## config.mk

```make
export PLATFORM = sky130hd
export DESIGN_NAME = gshare_branch_predictor
export DESIGN_NICKNAME = d
export VERILOG_FILES = /design/src/rtl/core/gshr_pkg.sv /design/src/rtl/core/gshr_pht.sv /design/src/rtl/core/gshr_stage.sv /design/src/rtl/core/gshr_outq.sv /design/src/rtl/core/gshare_branch_predictor.sv
export SDC_FILE = /design/constraint.sdc
export NUM_CORES = 2
export LEC_CHECK = 0
export BUFFER_PORTS_ARGS = -buffer_cell sky130_fd_sc_hd__buf_2
export CORE_MARGIN = 3
export CORE_UTILIZATION = 55
export CTS_CLUSTER_SIZE = 25
export DETAILED_ROUTE_END_ITERATION = 10
export PLACE_DENSITY_LB_ADDON = 0.25
export SETUP_SLACK_MARGIN = 0.2
export SKIP_CTS_REPAIR_TIMING = 1
export SLEW_MARGIN = 20
export SYNTH_ARGS = -nofsm -noshare
export SYNTH_HDL_FRONTEND = slang
export SYNTH_HIERARCHICAL = 1
export SYNTH_SLANG_ARGS = --single-unit
```

## constraint.sdc

```tcl
create_clock -name i_clk -period 26.4 [get_ports i_clk]
set_input_delay 1.32 -clock i_clk [delete_from_list [all_inputs] [get_ports i_clk]]
set_output_delay 1.32 -clock i_clk [all_outputs]
set_load 0.03 [all_outputs]
```

## src/rtl/core/gshr_pkg.sv

```systemverilog
// Shared types, constants and a counter helper for the gshare branch predictor.
package gshr_pkg;

    localparam int HIST_W_DEF       = 10;
    localparam int PC_W             = 32;
    localparam int HIST_OUT_W       = 16;
    localparam int CTR_W            = 2;

    localparam logic [CTR_W-1:0] CTR_RESET     = 2'b01;
    localparam logic [CTR_W-1:0] CTR_MIN       = 2'd0;
    localparam logic [CTR_W-1:0] CTR_MAX       = 2'd3;
    localparam logic [CTR_W-1:0] CTR_TAKEN_MIN = 2'd2;

    typedef enum logic {
        CMD_PREDICT = 1'b0,
        CMD_UPDATE  = 1'b1
    } t_cmd;

    typedef struct packed {
        t_cmd            command;
        logic [PC_W-1:0] pc;
        logic            taken;
    } t_in_beat;

    typedef struct packed {
        logic                  predict_taken;
        logic                  mispredicted;
        logic [HIST_OUT_W-1:0] history_now;
    } t_out_beat;

    // Move a saturating counter one step toward the resolved outcome.
    function automatic logic [CTR_W-1:0] ctr_step(logic [CTR_W-1:0] ctr, logic taken);
        logic [CTR_W-1:0] res;
        res = ctr;
        if (taken && (ctr != CTR_MAX)) begin
            res = ctr + 2'd1;
        end else if (!taken && (ctr != CTR_MIN)) begin
            res = ctr - 2'd1;
        end
        return res;
    endfunction

endpackage

```

## src/rtl/core/gshr_pht.sv

```systemverilog
// Pattern history table: one synchronous counter memory with a clearing sweep after reset.
module gshr_pht import gshr_pkg::*; #(
    parameter int HIST_W = HIST_W_DEF
) (
    input  logic              i_clk,
    input  logic              i_rst_n,
    input  logic              i_rd_en,
    input  logic [HIST_W-1:0] i_rd_idx,
    output logic [CTR_W-1:0]  o_rd_ctr,
    input  logic              i_wr_en,
    input  logic [HIST_W-1:0] i_wr_idx,
    input  logic [CTR_W-1:0]  i_wr_ctr,
    output logic              o_clearing
);

    localparam int Depth = 1 << HIST_W;

    logic [CTR_W-1:0]  r_mem [Depth];
    logic [CTR_W-1:0]  r_rd_ctr;
    logic              r_clearing;
    logic [HIST_W-1:0] r_clr_idx;

    // After reset every entry is rewritten to weakly not taken, one per cycle.
    always_ff @(posedge i_clk) begin
        if (!i_rst_n) begin
            r_clearing <= 1'b1;
            r_clr_idx  <= '0;
        end else if (r_clearing) begin
            r_clr_idx <= r_clr_idx + HIST_W'(1);
            if (&r_clr_idx) begin
                r_clearing <= 1'b0;
            end
        end
    end

    always_ff @(posedge i_clk) begin
        if (r_clearing) begin
            r_mem[r_clr_idx] <= CTR_RESET;
        end else if (i_wr_en) begin
            r_mem[i_wr_idx] <= i_wr_ctr;
        end
        if (i_rd_en) begin
            r_rd_ctr <= r_mem[i_rd_idx];
        end
    end

    assign o_rd_ctr   = r_rd_ctr;
    assign o_clearing = r_clearing;

endmodule

```

## src/rtl/core/gshr_stage.sv

```systemverilog
// Read-data stage: forwards the previous write, forms the prediction and writes the counter back.
module gshr_stage import gshr_pkg::*; #(
    parameter int HIST_W = HIST_W_DEF
) (
    input  logic              i_clk,
    input  logic              i_rst_n,
    input  logic              i_acc,
    input  t_cmd              i_cmd,
    input  logic              i_taken,
    input  logic [HIST_W-1:0] i_idx,
    input  logic [HIST_W-1:0] i_hist,
    input  logic [CTR_W-1:0]  i_rd_ctr,
    output logic              o_wr_en,
    output logic [HIST_W-1:0] o_wr_idx,
    output logic [CTR_W-1:0]  o_wr_ctr,
    output logic              o_res_valid,
    output t_out_beat         o_res
);

    logic              r_valid;
    t_cmd              r_cmd;
    logic              r_taken;
    logic [HIST_W-1:0] r_idx;
    logic [HIST_W-1:0] r_hist;

    logic              r_fwd_valid;
    logic [HIST_W-1:0] r_fwd_idx;
    logic [CTR_W-1:0]  r_fwd_ctr;

    logic [CTR_W-1:0] ctr;
    logic             pred;

    always_ff @(posedge i_clk) begin
        if (!i_rst_n) begin
            r_valid     <= 1'b0;
            r_fwd_valid <= 1'b0;
        end else begin
            r_valid     <= i_acc;
            r_fwd_valid <= o_wr_en;
        end
    end

    always_ff @(posedge i_clk) begin
        if (i_acc) begin
            r_cmd   <= i_cmd;
            r_taken <= i_taken;
            r_idx   <= i_idx;
            r_hist  <= i_hist;
        end
        r_fwd_idx <= o_wr_idx;
        r_fwd_ctr <= o_wr_ctr;
    end

    // The memory read issued in the cycle of the last write returns stale data.
    always_comb begin
        if (r_fwd_valid && (r_fwd_idx == r_idx)) begin
            ctr = r_fwd_ctr;
        end else begin
            ctr = i_rd_ctr;
        end
        pred = (ctr >= CTR_TAKEN_MIN);
    end

    assign o_wr_en  = r_valid && (r_cmd == CMD_UPDATE);
    assign o_wr_idx = r_idx;
    assign o_wr_ctr = ctr_step(ctr, r_taken);

    assign o_res_valid         = r_valid;
    assign o_res.predict_taken = pred;
    assign o_res.mispredicted  = (r_cmd == CMD_UPDATE) && (pred != r_taken);
    assign o_res.history_now   = HIST_OUT_W'(r_hist);

endmodule

```

## src/rtl/core/gshr_outq.sv

```systemverilog
// Two-entry result queue that decouples the pipeline from the output handshake.
module gshr_outq import gshr_pkg::*; (
    input  logic      i_clk,
    input  logic      i_rst_n,
    input  logic      i_push,
    input  t_out_beat i_data,
    output logic      o_valid,
    input  logic      i_ready,
    output t_out_beat o_data,
    output logic [1:0] o_count
);

    t_out_beat  r_mem [2];
    logic       r_wptr;
    logic       r_rptr;
    logic [1:0] r_count;
    logic       pop;

    assign pop = o_valid && i_ready;

    always_ff @(posedge i_clk) begin
        if (!i_rst_n) begin
            r_wptr  <= 1'b0;
            r_rptr  <= 1'b0;
            r_count <= 2'd0;
        end else begin
            if (i_push) begin
                r_wptr <= ~r_wptr;
            end
            if (pop) begin
                r_rptr <= ~r_rptr;
            end
            r_count <= r_count + {1'b0, i_push} - {1'b0, pop};
        end
    end

    always_ff @(posedge i_clk) begin
        if (i_push) begin
            r_mem[r_wptr] <= i_data;
        end
    end

    assign o_valid = (r_count != 2'd0);
    assign o_data  = r_mem[r_rptr];
    assign o_count = r_count;

endmodule

```

## src/rtl/core/gshare_branch_predictor.sv

```systemverilog
// Top level of the gshare branch predictor with 2-bit saturating counters.
//
//   channel  | direction | handshake                 | payload
//   ---------+-----------+---------------------------+------------------------------
//   in       | to block  | i_in_valid / o_in_ready   | i_in_beat  (command, pc, taken)
//   out      | from block| o_out_valid / i_out_ready | o_out_beat (predict_taken,
//            |           |                           |   mispredicted, history_now)
//
// One beat is accepted per cycle while the consumer keeps up; its result passes
// through the read-data stage behind the counter memory and the result queue
// register before it is offered on the output.
// After reset the counter memory is swept to weakly not taken, one entry per cycle,
// so no beat is accepted until all 2**HIST_W entries (1024 by default) are cleared.
// Apart from that sweep, input acceptance stops only when two results are already
// waiting or in flight and none is being taken in the same cycle.
module gshare_branch_predictor import gshr_pkg::*; #(
    parameter int HIST_W = HIST_W_DEF
) (
    input  logic      i_clk,
    input  logic      i_rst_n,
    input  logic      i_in_valid,
    output logic      o_in_ready,
    input  t_in_beat  i_in_beat,
    output logic      o_out_valid,
    input  logic      i_out_ready,
    output t_out_beat o_out_beat
);

    logic [HIST_W-1:0] r_hist;
    logic [HIST_W-1:0] n_hist;
    logic [HIST_W-1:0] idx;
    logic              acc;
    logic              clearing;

    logic [CTR_W-1:0]  rd_ctr;
    logic              wr_en;
    logic [HIST_W-1:0] wr_idx;
    logic [CTR_W-1:0]  wr_ctr;

    logic              res_valid;
    t_out_beat         res;
    logic [1:0]        q_count;
    logic [1:0]        pending;
    logic              pop;

    // Index uses the history as it stands before this beat's own update.
    assign idx = i_in_beat.pc[HIST_W+1:2] ^ r_hist;

    // Beats held in the read stage or the queue may not exceed the queue depth.
    assign pop        = o_out_valid && i_out_ready;
    assign pending    = q_count + {1'b0, res_valid} - {1'b0, pop};
    assign o_in_ready = !clearing && (pending < 2'd2);
    assign acc        = i_in_valid && o_in_ready;

    // The history depends only on the input beat, so it advances at acceptance.
    always_comb begin
        n_hist = r_hist;
        if (acc && (i_in_beat.command == CMD_UPDATE)) begin
            n_hist = HIST_W'({r_hist, i_in_beat.taken});
        end
    end

    always_ff @(posedge i_clk) begin
        if (!i_rst_n) begin
            r_hist <= '0;
        end else begin
            r_hist <= n_hist;
        end
    end

    gshr_pht #(
        .HIST_W(HIST_W)
    ) u_pht (
        .i_clk      (i_clk),
        .i_rst_n    (i_rst_n),
        .i_rd_en    (acc),
        .i_rd_idx   (idx),
        .o_rd_ctr   (rd_ctr),
        .i_wr_en    (wr_en),
        .i_wr_idx   (wr_idx),
        .i_wr_ctr   (wr_ctr),
        .o_clearing (clearing)
    );

    gshr_stage #(
        .HIST_W(HIST_W)
    ) u_stage (
        .i_clk       (i_clk),
        .i_rst_n     (i_rst_n),
        .i_acc       (acc),
        .i_cmd       (i_in_beat.command),
        .i_taken     (i_in_beat.taken),
        .i_idx       (idx),
        .i_hist      (n_hist),
        .i_rd_ctr    (rd_ctr),
        .o_wr_en     (wr_en),
        .o_wr_idx    (wr_idx),
        .o_wr_ctr    (wr_ctr),
        .o_res_valid (res_valid),
        .o_res       (res)
    );

    gshr_outq u_outq (
        .i_clk   (i_clk),
        .i_rst_n (i_rst_n),
        .i_push  (res_valid),
        .i_data  (res),
        .o_valid (o_out_valid),
        .i_ready (i_out_ready),
        .o_data  (o_out_beat),
        .o_count (q_count)
    );

endmodule
```

; ---- Word-level counts from Yosys, hierarchy flattened
; Memory sizes are Yosys's and may differ from the RTL's. A register that Yosys moved wholly into a read port is not among the register bits.
; Cells that the tools add are included.
; Widths: inputs -> output; s select.
[op_classes]
n_bitwise = 3
reduce_logical = 15
eq_ne = 3
n_mux = 18
add_sub_neg = 5
n_lt_le_gt_ge = 2
[ops]
columns = cell, count
row1 = $mux 10, 2
row2 = $mux 1, 12
row3 = $add 10x1->10 const B, 1
row4 = $eq 10x10->1, 1
row5 = $reduce_and 10->1, 1
row6 = $xor 10x10->10, 1
row7 = $logic_and 1x1->1, 9
row8 = $mux 2, 4
row9 = $reduce_bool 2->1, 2
row10 = $add 2x1->2, 1
row11 = $add 2x1->2 const B, 1
row12 = $ge 2x2->1 const B, 1
row13 = $logic_not 1->1, 2
row14 = $lt 2x2->1 const B, 1
row15 = $ne 2x2->1 const B, 1
row16 = $not 1->1, 2
row17 = $reduce_or 2->1, 1
row18 = $sub 2x1->2, 1
row19 = $sub 2x1->2 const B, 1
row20 = $ne 1x1->1, 1
[word_totals]
n_memories = 2
out_inout_bits = 20
inputBits = 38
ff_bits = 61
mem_bits_rw = 2072
wordCells = 62
[memory_table]
columns = memory, depth, width, read_ports, rd_ports_with_merged_regs, wr, line_no
row1 = u_pht.r_mem, 1024, 2, 1, 1, 1, gshr_pht.sv:18  ; logic [CTR_W-1:0] r_mem [Depth];
row2 = u_outq.r_mem, 2, 12, 1, 1, 1, gshr_outq.sv:13  ; t_out_beat r_mem [2];

; ---- Logic depth before layout (Yosys ltp)
[depth]
word_depth = 8
depth_mapped = 16

; ---- Cells and area by module
; The synthesis kept the hierarchy.
[by_module_without_submodules]
columns = module, area_each_um2, instances, seq_area_each_um2, cells_each
row1 = gshr_pht, 84646.2, 1, 61779.3, 4937
row2 = gshr_outq, 1590.3, 1, 1181.1, 78
row3 = gshr_stage, 1282.5, 1, 940.9, 83
row4 = gshare_branch_predictor, 706.9, 1, 200.2, 64

; ---- Least setup slack after synthesis
; Ideal clock, no wire load.
[synth_path]
path_kind = register to register
from = register u_stage.r_idx[1] (netlist: u_stage/o_wr_idx[1])
to = memory u_pht.r_mem[0][0] (data pin)
n_path_buf = 0
setup_ps = 3017
arrival_time_ps = 15636
path_stages_with_launch = 10
slack_ps = 7747
path_cell_list = edfxtp_1 > xnor2_1 > nand4_1 > nor3_2 > mux2i_1 > inv_1 > ha_1 > mux2i_1 > xnor2_1 > nand2b_1
[synth_via]
elab_chain_len = 8
word_cells_on_any_way = 12
cone_classes = 2 x add/sub / 2 x eq/ne / 4 x mux / 4 x reduce/logical
[synth_lines]
columns = element, line_no
row1 = from (decl), gshr_stage.sv:23  ; logic [HIST_W-1:0] r_idx;
row2 = from (signal assigned), gshr_stage.sv:47  ; r_idx <= i_idx;
row3 = $eq 10x10->1 (*), gshr_stage.sv:56  ; if (r_fwd_valid && (r_fwd_idx == r_idx)) begin
row4 = $logic_and 1x1->1 (*), gshr_stage.sv:56
row5 = $mux 2 (*), gshr_stage.sv:56
row6 = branches (longest 3 deep; another with $sub 2x1->2), n/a
row7 = $mux 2 (*), gshr_pkg.sv:35  ; if (taken && (ctr != CTR_MAX)) begin
row8 = net wr_ctr[0], gshare_branch_predictor.sv:38  ; logic [CTR_W-1:0] wr_ctr;
row9 = $mux 2 (no source line) (*), n/a
row10 = to (decl), gshr_pht.sv:18
; Mark *: on every way through the listed nets, which the timed path passes.

; ---- Worst setup path in the final report
[layout_path]
from = input i_in_beat[4] (netlist bit)
to = register u_pht.r_rd_ctr[0] (netlist: u_pht/o_rd_ctr[0]), read port of u_pht.r_mem (data pin)
[layout_via]
elab_chain_len = 1
[layout_lines]
columns = element, line_no
row1 = from (decl), gshare_branch_predictor.sv:23  ; input t_in_beat i_in_beat,
row2 = $xor 10x10->10, gshare_branch_predictor.sv:47  ; assign idx = i_in_beat.pc[HIST_W+1:2] ^ r_hist;
row3 = net idx[1], gshare_branch_predictor.sv:31  ; logic [HIST_W-1:0] idx;
row4 = to (decl), gshr_pht.sv:19  ; logic [CTR_W-1:0] r_rd_ctr;
; The timed path passes the listed nets, and every way through them passes these cells.
; A chain may end at the register's enable or synchronous reset.

==> flow_summary.yaml <==
run_status:
  status: "finished clean"
yosys:
  ys_warn_count: 6
  synth_area_per_cell_um2: 17.1
  synth_largest_area_cell: "edfxtp_1"
  synth_cell_types: 75
  ys.flop_type: "edfxtp_1"
  synth_top_area_share: 0.717
  synth_area_um2: 88200
  synthTopCellsByArea: "edfxtp_1 72%, mux4_2 11%, nor2_1 4.5%"
  syn_inst: 5162
  yosysSeqAreaShare: 0.727
  synth_edf_count: 2108
  synthArstFlopShare: 0
  synth_seq_cells: 2148
routing:
  wire_per_inst_um: 30.7
  finalWirelength_mm: 226
  drc_errors: 0
  vias: 48481
  firstDrtPassIters: 6
  via_per_inst: 6.58
  drt_iter0_drc: 6543
  ant_nets: 0
worst_setup_path:
  cpMostUsedCell: "buf_4"
  critical_path.max_fanout: 56
  crit_type: "primary input to flop"
  arrival_ps: 7260
  crit_family: "buffers and inverters"
  cpMaxStageDelayCell: "nor4_1"
  crit_chain: "buf_2, xor2_4, buf_4, buf_4, buf_4, buf_4, mux4_2, a22oi_1, a21oi_1, nor4_1, nor3_1, nand4_1, o2111ai_1"
  max_stage_delay_ps: 850
  cp_num_buf_inv: 5
  timing.critical_path.required_ps: 26860
  startpoint_type: "primary input"
  crit_path_end_kind: "flop"
run:
  max_cap_viol_count: 0
timing:
  finalCritPeriodShare: 0.257
  worst_slew_pin_slew_ps: 1360
  tns_ps: 0
  drv_slew: 0
  hold_violations: 0
  holdWs_ps: 422
  period_needed_ps: 6790
  rsz0062_at_grt: "false"
  clock_skew_ps: 18.8
  max_freq_mhz: 147
  setup_viol: 0
  slew_headroom: 0.0948
global_routing:
  grt_pass1_vias: 47808
  grt_usage: 0.276
  grt_overflow: 0
  grt_pass1_wl_mm: 326
  grt_max_degree: 250
  grt_antenna_before_repair: 7
cts:
  numCtsBuffers: 206
  cts_tree: "yes"
  clk_pin_slew_worst_paths_ps: 60
  clk_path_buf_depth: 3
  clock-sinks: 2148
  h-tree-depth: 4
  clock-root-buffer: "clkbuf_16"
  insertion_delay_ps: 840
floorplan:
  initial_utilization: 0.555
  rows: 146
  ios: 58
  coreArea_um2: 159000
  die_y_um: 407
  die_w_um: 407
  dieArea_um2: 165000
layout:
  syn_to_final_growth_pct: 9.64
  final_nets: 5160
  most-common-layout-cells: "2108 x edfxtp_1, 1065 x nor2_1, 416 x mux4_2"
  drive_above_1_share: 0.185
  final_cells: 7364
  fillCellCount: 11307
  final_common_cell: "edfxtp_1"
  fin_area_um2: 96700
  seq_area_um2: 64100
  multi_input_area_um2: 22200
placed_design:
  hpwl_mm: 121
  gp_congestion: 0.822
  port_buffers: 35
  placed_area_um2: 90000
  dp.cells: 6979
pwr:
  power.density_nw_per_um2: 70.9
  p_leak_nw: 31.8
  p_clk_frac: 0.426
  p_switching_w: 0.00142
  p_comb_frac: 0.035
  p_sw_frac: 0.207
  internal-power_w: 0.00544
  vdd_drop_max_mv: 0.0635
  seqPwrFrac: 0.539
hold_path:
  hold_class: "flop to flop"
worst reg2reg max path: cells and delay by family (launching register included):
kind | cells | cell delay (ps)
compound gates | 3 | 750
xor+xnor | 1 | 390
buf+inv | 4 | 2760
flops | 1 | 490
mux | 1 | 440
simple gates | 3 | 1510
metal layers:
layer / vias up / global-route usage / wire length [um]
met3: 442 / 0.0540 / 23900
met1: 25325 / 0.393 / 86700
li1: 20073 / - / -
met4: 4 / 0.101 / 8630
met5: - / 0 / 17
met2: 2637 / 0.429 / 107000
synth_stat cells, types with 12 or more instances:
master	instances
edfxtp_1	2108
nor2_1	1068
mux4_2	416
mux2i_1	281
clkbuf_1	193
nand2_1	144
o221ai_1	93
a21oi_1	80
buf_1	60
o22ai_1	60
nor3_1	59
buf_2	47
buf_6	42
dfxtp_1	40
a22oi_1	38
o21ai_0	36
buf_4	32
nand3_1	29
nand2b_1	23
mux2_4	20
and2_1	19
o21ai_1	19
buf_8	17
nor2b_1	15
xnor2_1	15
a211oi_1	13
a31oi_1	13
or3_1	13
inv_1	12
mux2_2	12
sequential cells by signal, summed over array words and instances, names as in the netlist, 2 cells and up, named ones only:
register,count
r_hist,10
u_outq/o_count,2
u_outq/r_mem,36
u_pht/o_rd_ctr,2
u_pht/r_clr_idx,10
u_pht/r_mem,2048
u_stage/o_wr_idx,10
u_stage/r_fwd_ctr,2
u_stage/r_fwd_idx,10
u_stage/r_hist,10
power groups by stage:
stage	combinational, W	clock (W)	sequential (W)
5_1_grt	0.000248	0.00310	0.00369
6_report	0.000240	0.00292	0.00369
3_3_place_gp	0.000236	0	0.00376
3_5_place_dp	0.000238	0	0.00376
2_1_floorplan	0.000165	0	0.00376
4_1_cts	0.000239	0.00296	0.00369
final timing paths:
| path | end | slack, ps | cells after the start | from |
|---|---|---|---|---|
| setup / recovery | u_pht/o_rd_ctr[0] | 19610 | 13 | i_in_beat[4] |
| hold / removal | u_stage/r_fwd_idx[3] | 420 | 0 | u_stage/o_wr_idx[3] |
| hold reg to reg | u_stage/r_fwd_idx[3] | 420 | 0 | u_stage/o_wr_idx[3] |
| setup reg to reg | u_pht/o_rd_ctr[0] | 19710 | 12 | r_hist[1] |
metrics by stage:
stage | util | power, W | setup slack [ps]
after CTS | 0.608 | 0.00689 | 19670
after global placement | 0.566 | 0.00400 | 18830
after detailed placement | 0.566 | 0.00400 | 18760
after global routing | 0.609 | 0.00704 | 19430
final | 0.609 | 0.00686 | 19610
after floorplan | - | 0.00393 | 7750
cells by family (layout without fill, tap and decap cells):
kind of cell	Yosys count	count (layout)	share of synthesized area
muxes	738	738	0.145
adders and majority gates	6	6	0.000851
and+or+nand+nor	1421	1421	0.0657
AOI/OAI and AO/OA	404	404	0.0314
DFF	2148	2148	0.727
other	1	8	0.0000425
buffers and inverters	415	538	0.0269
xor gates and xnor gates	29	29	0.00321
cell type report:
cell class,count,area share
repair buffers,143,0.0116
inverters,13,0.000556
diodes,2,0.0000517
multi-input cells,2604,0.229
flip-flops and latches,2148,0.663
clock buffers,254,0.0567
well taps,2072,0.0268
clock inverters,128,0.0125
Note: power is estimated with default switching activity, not from simulation.
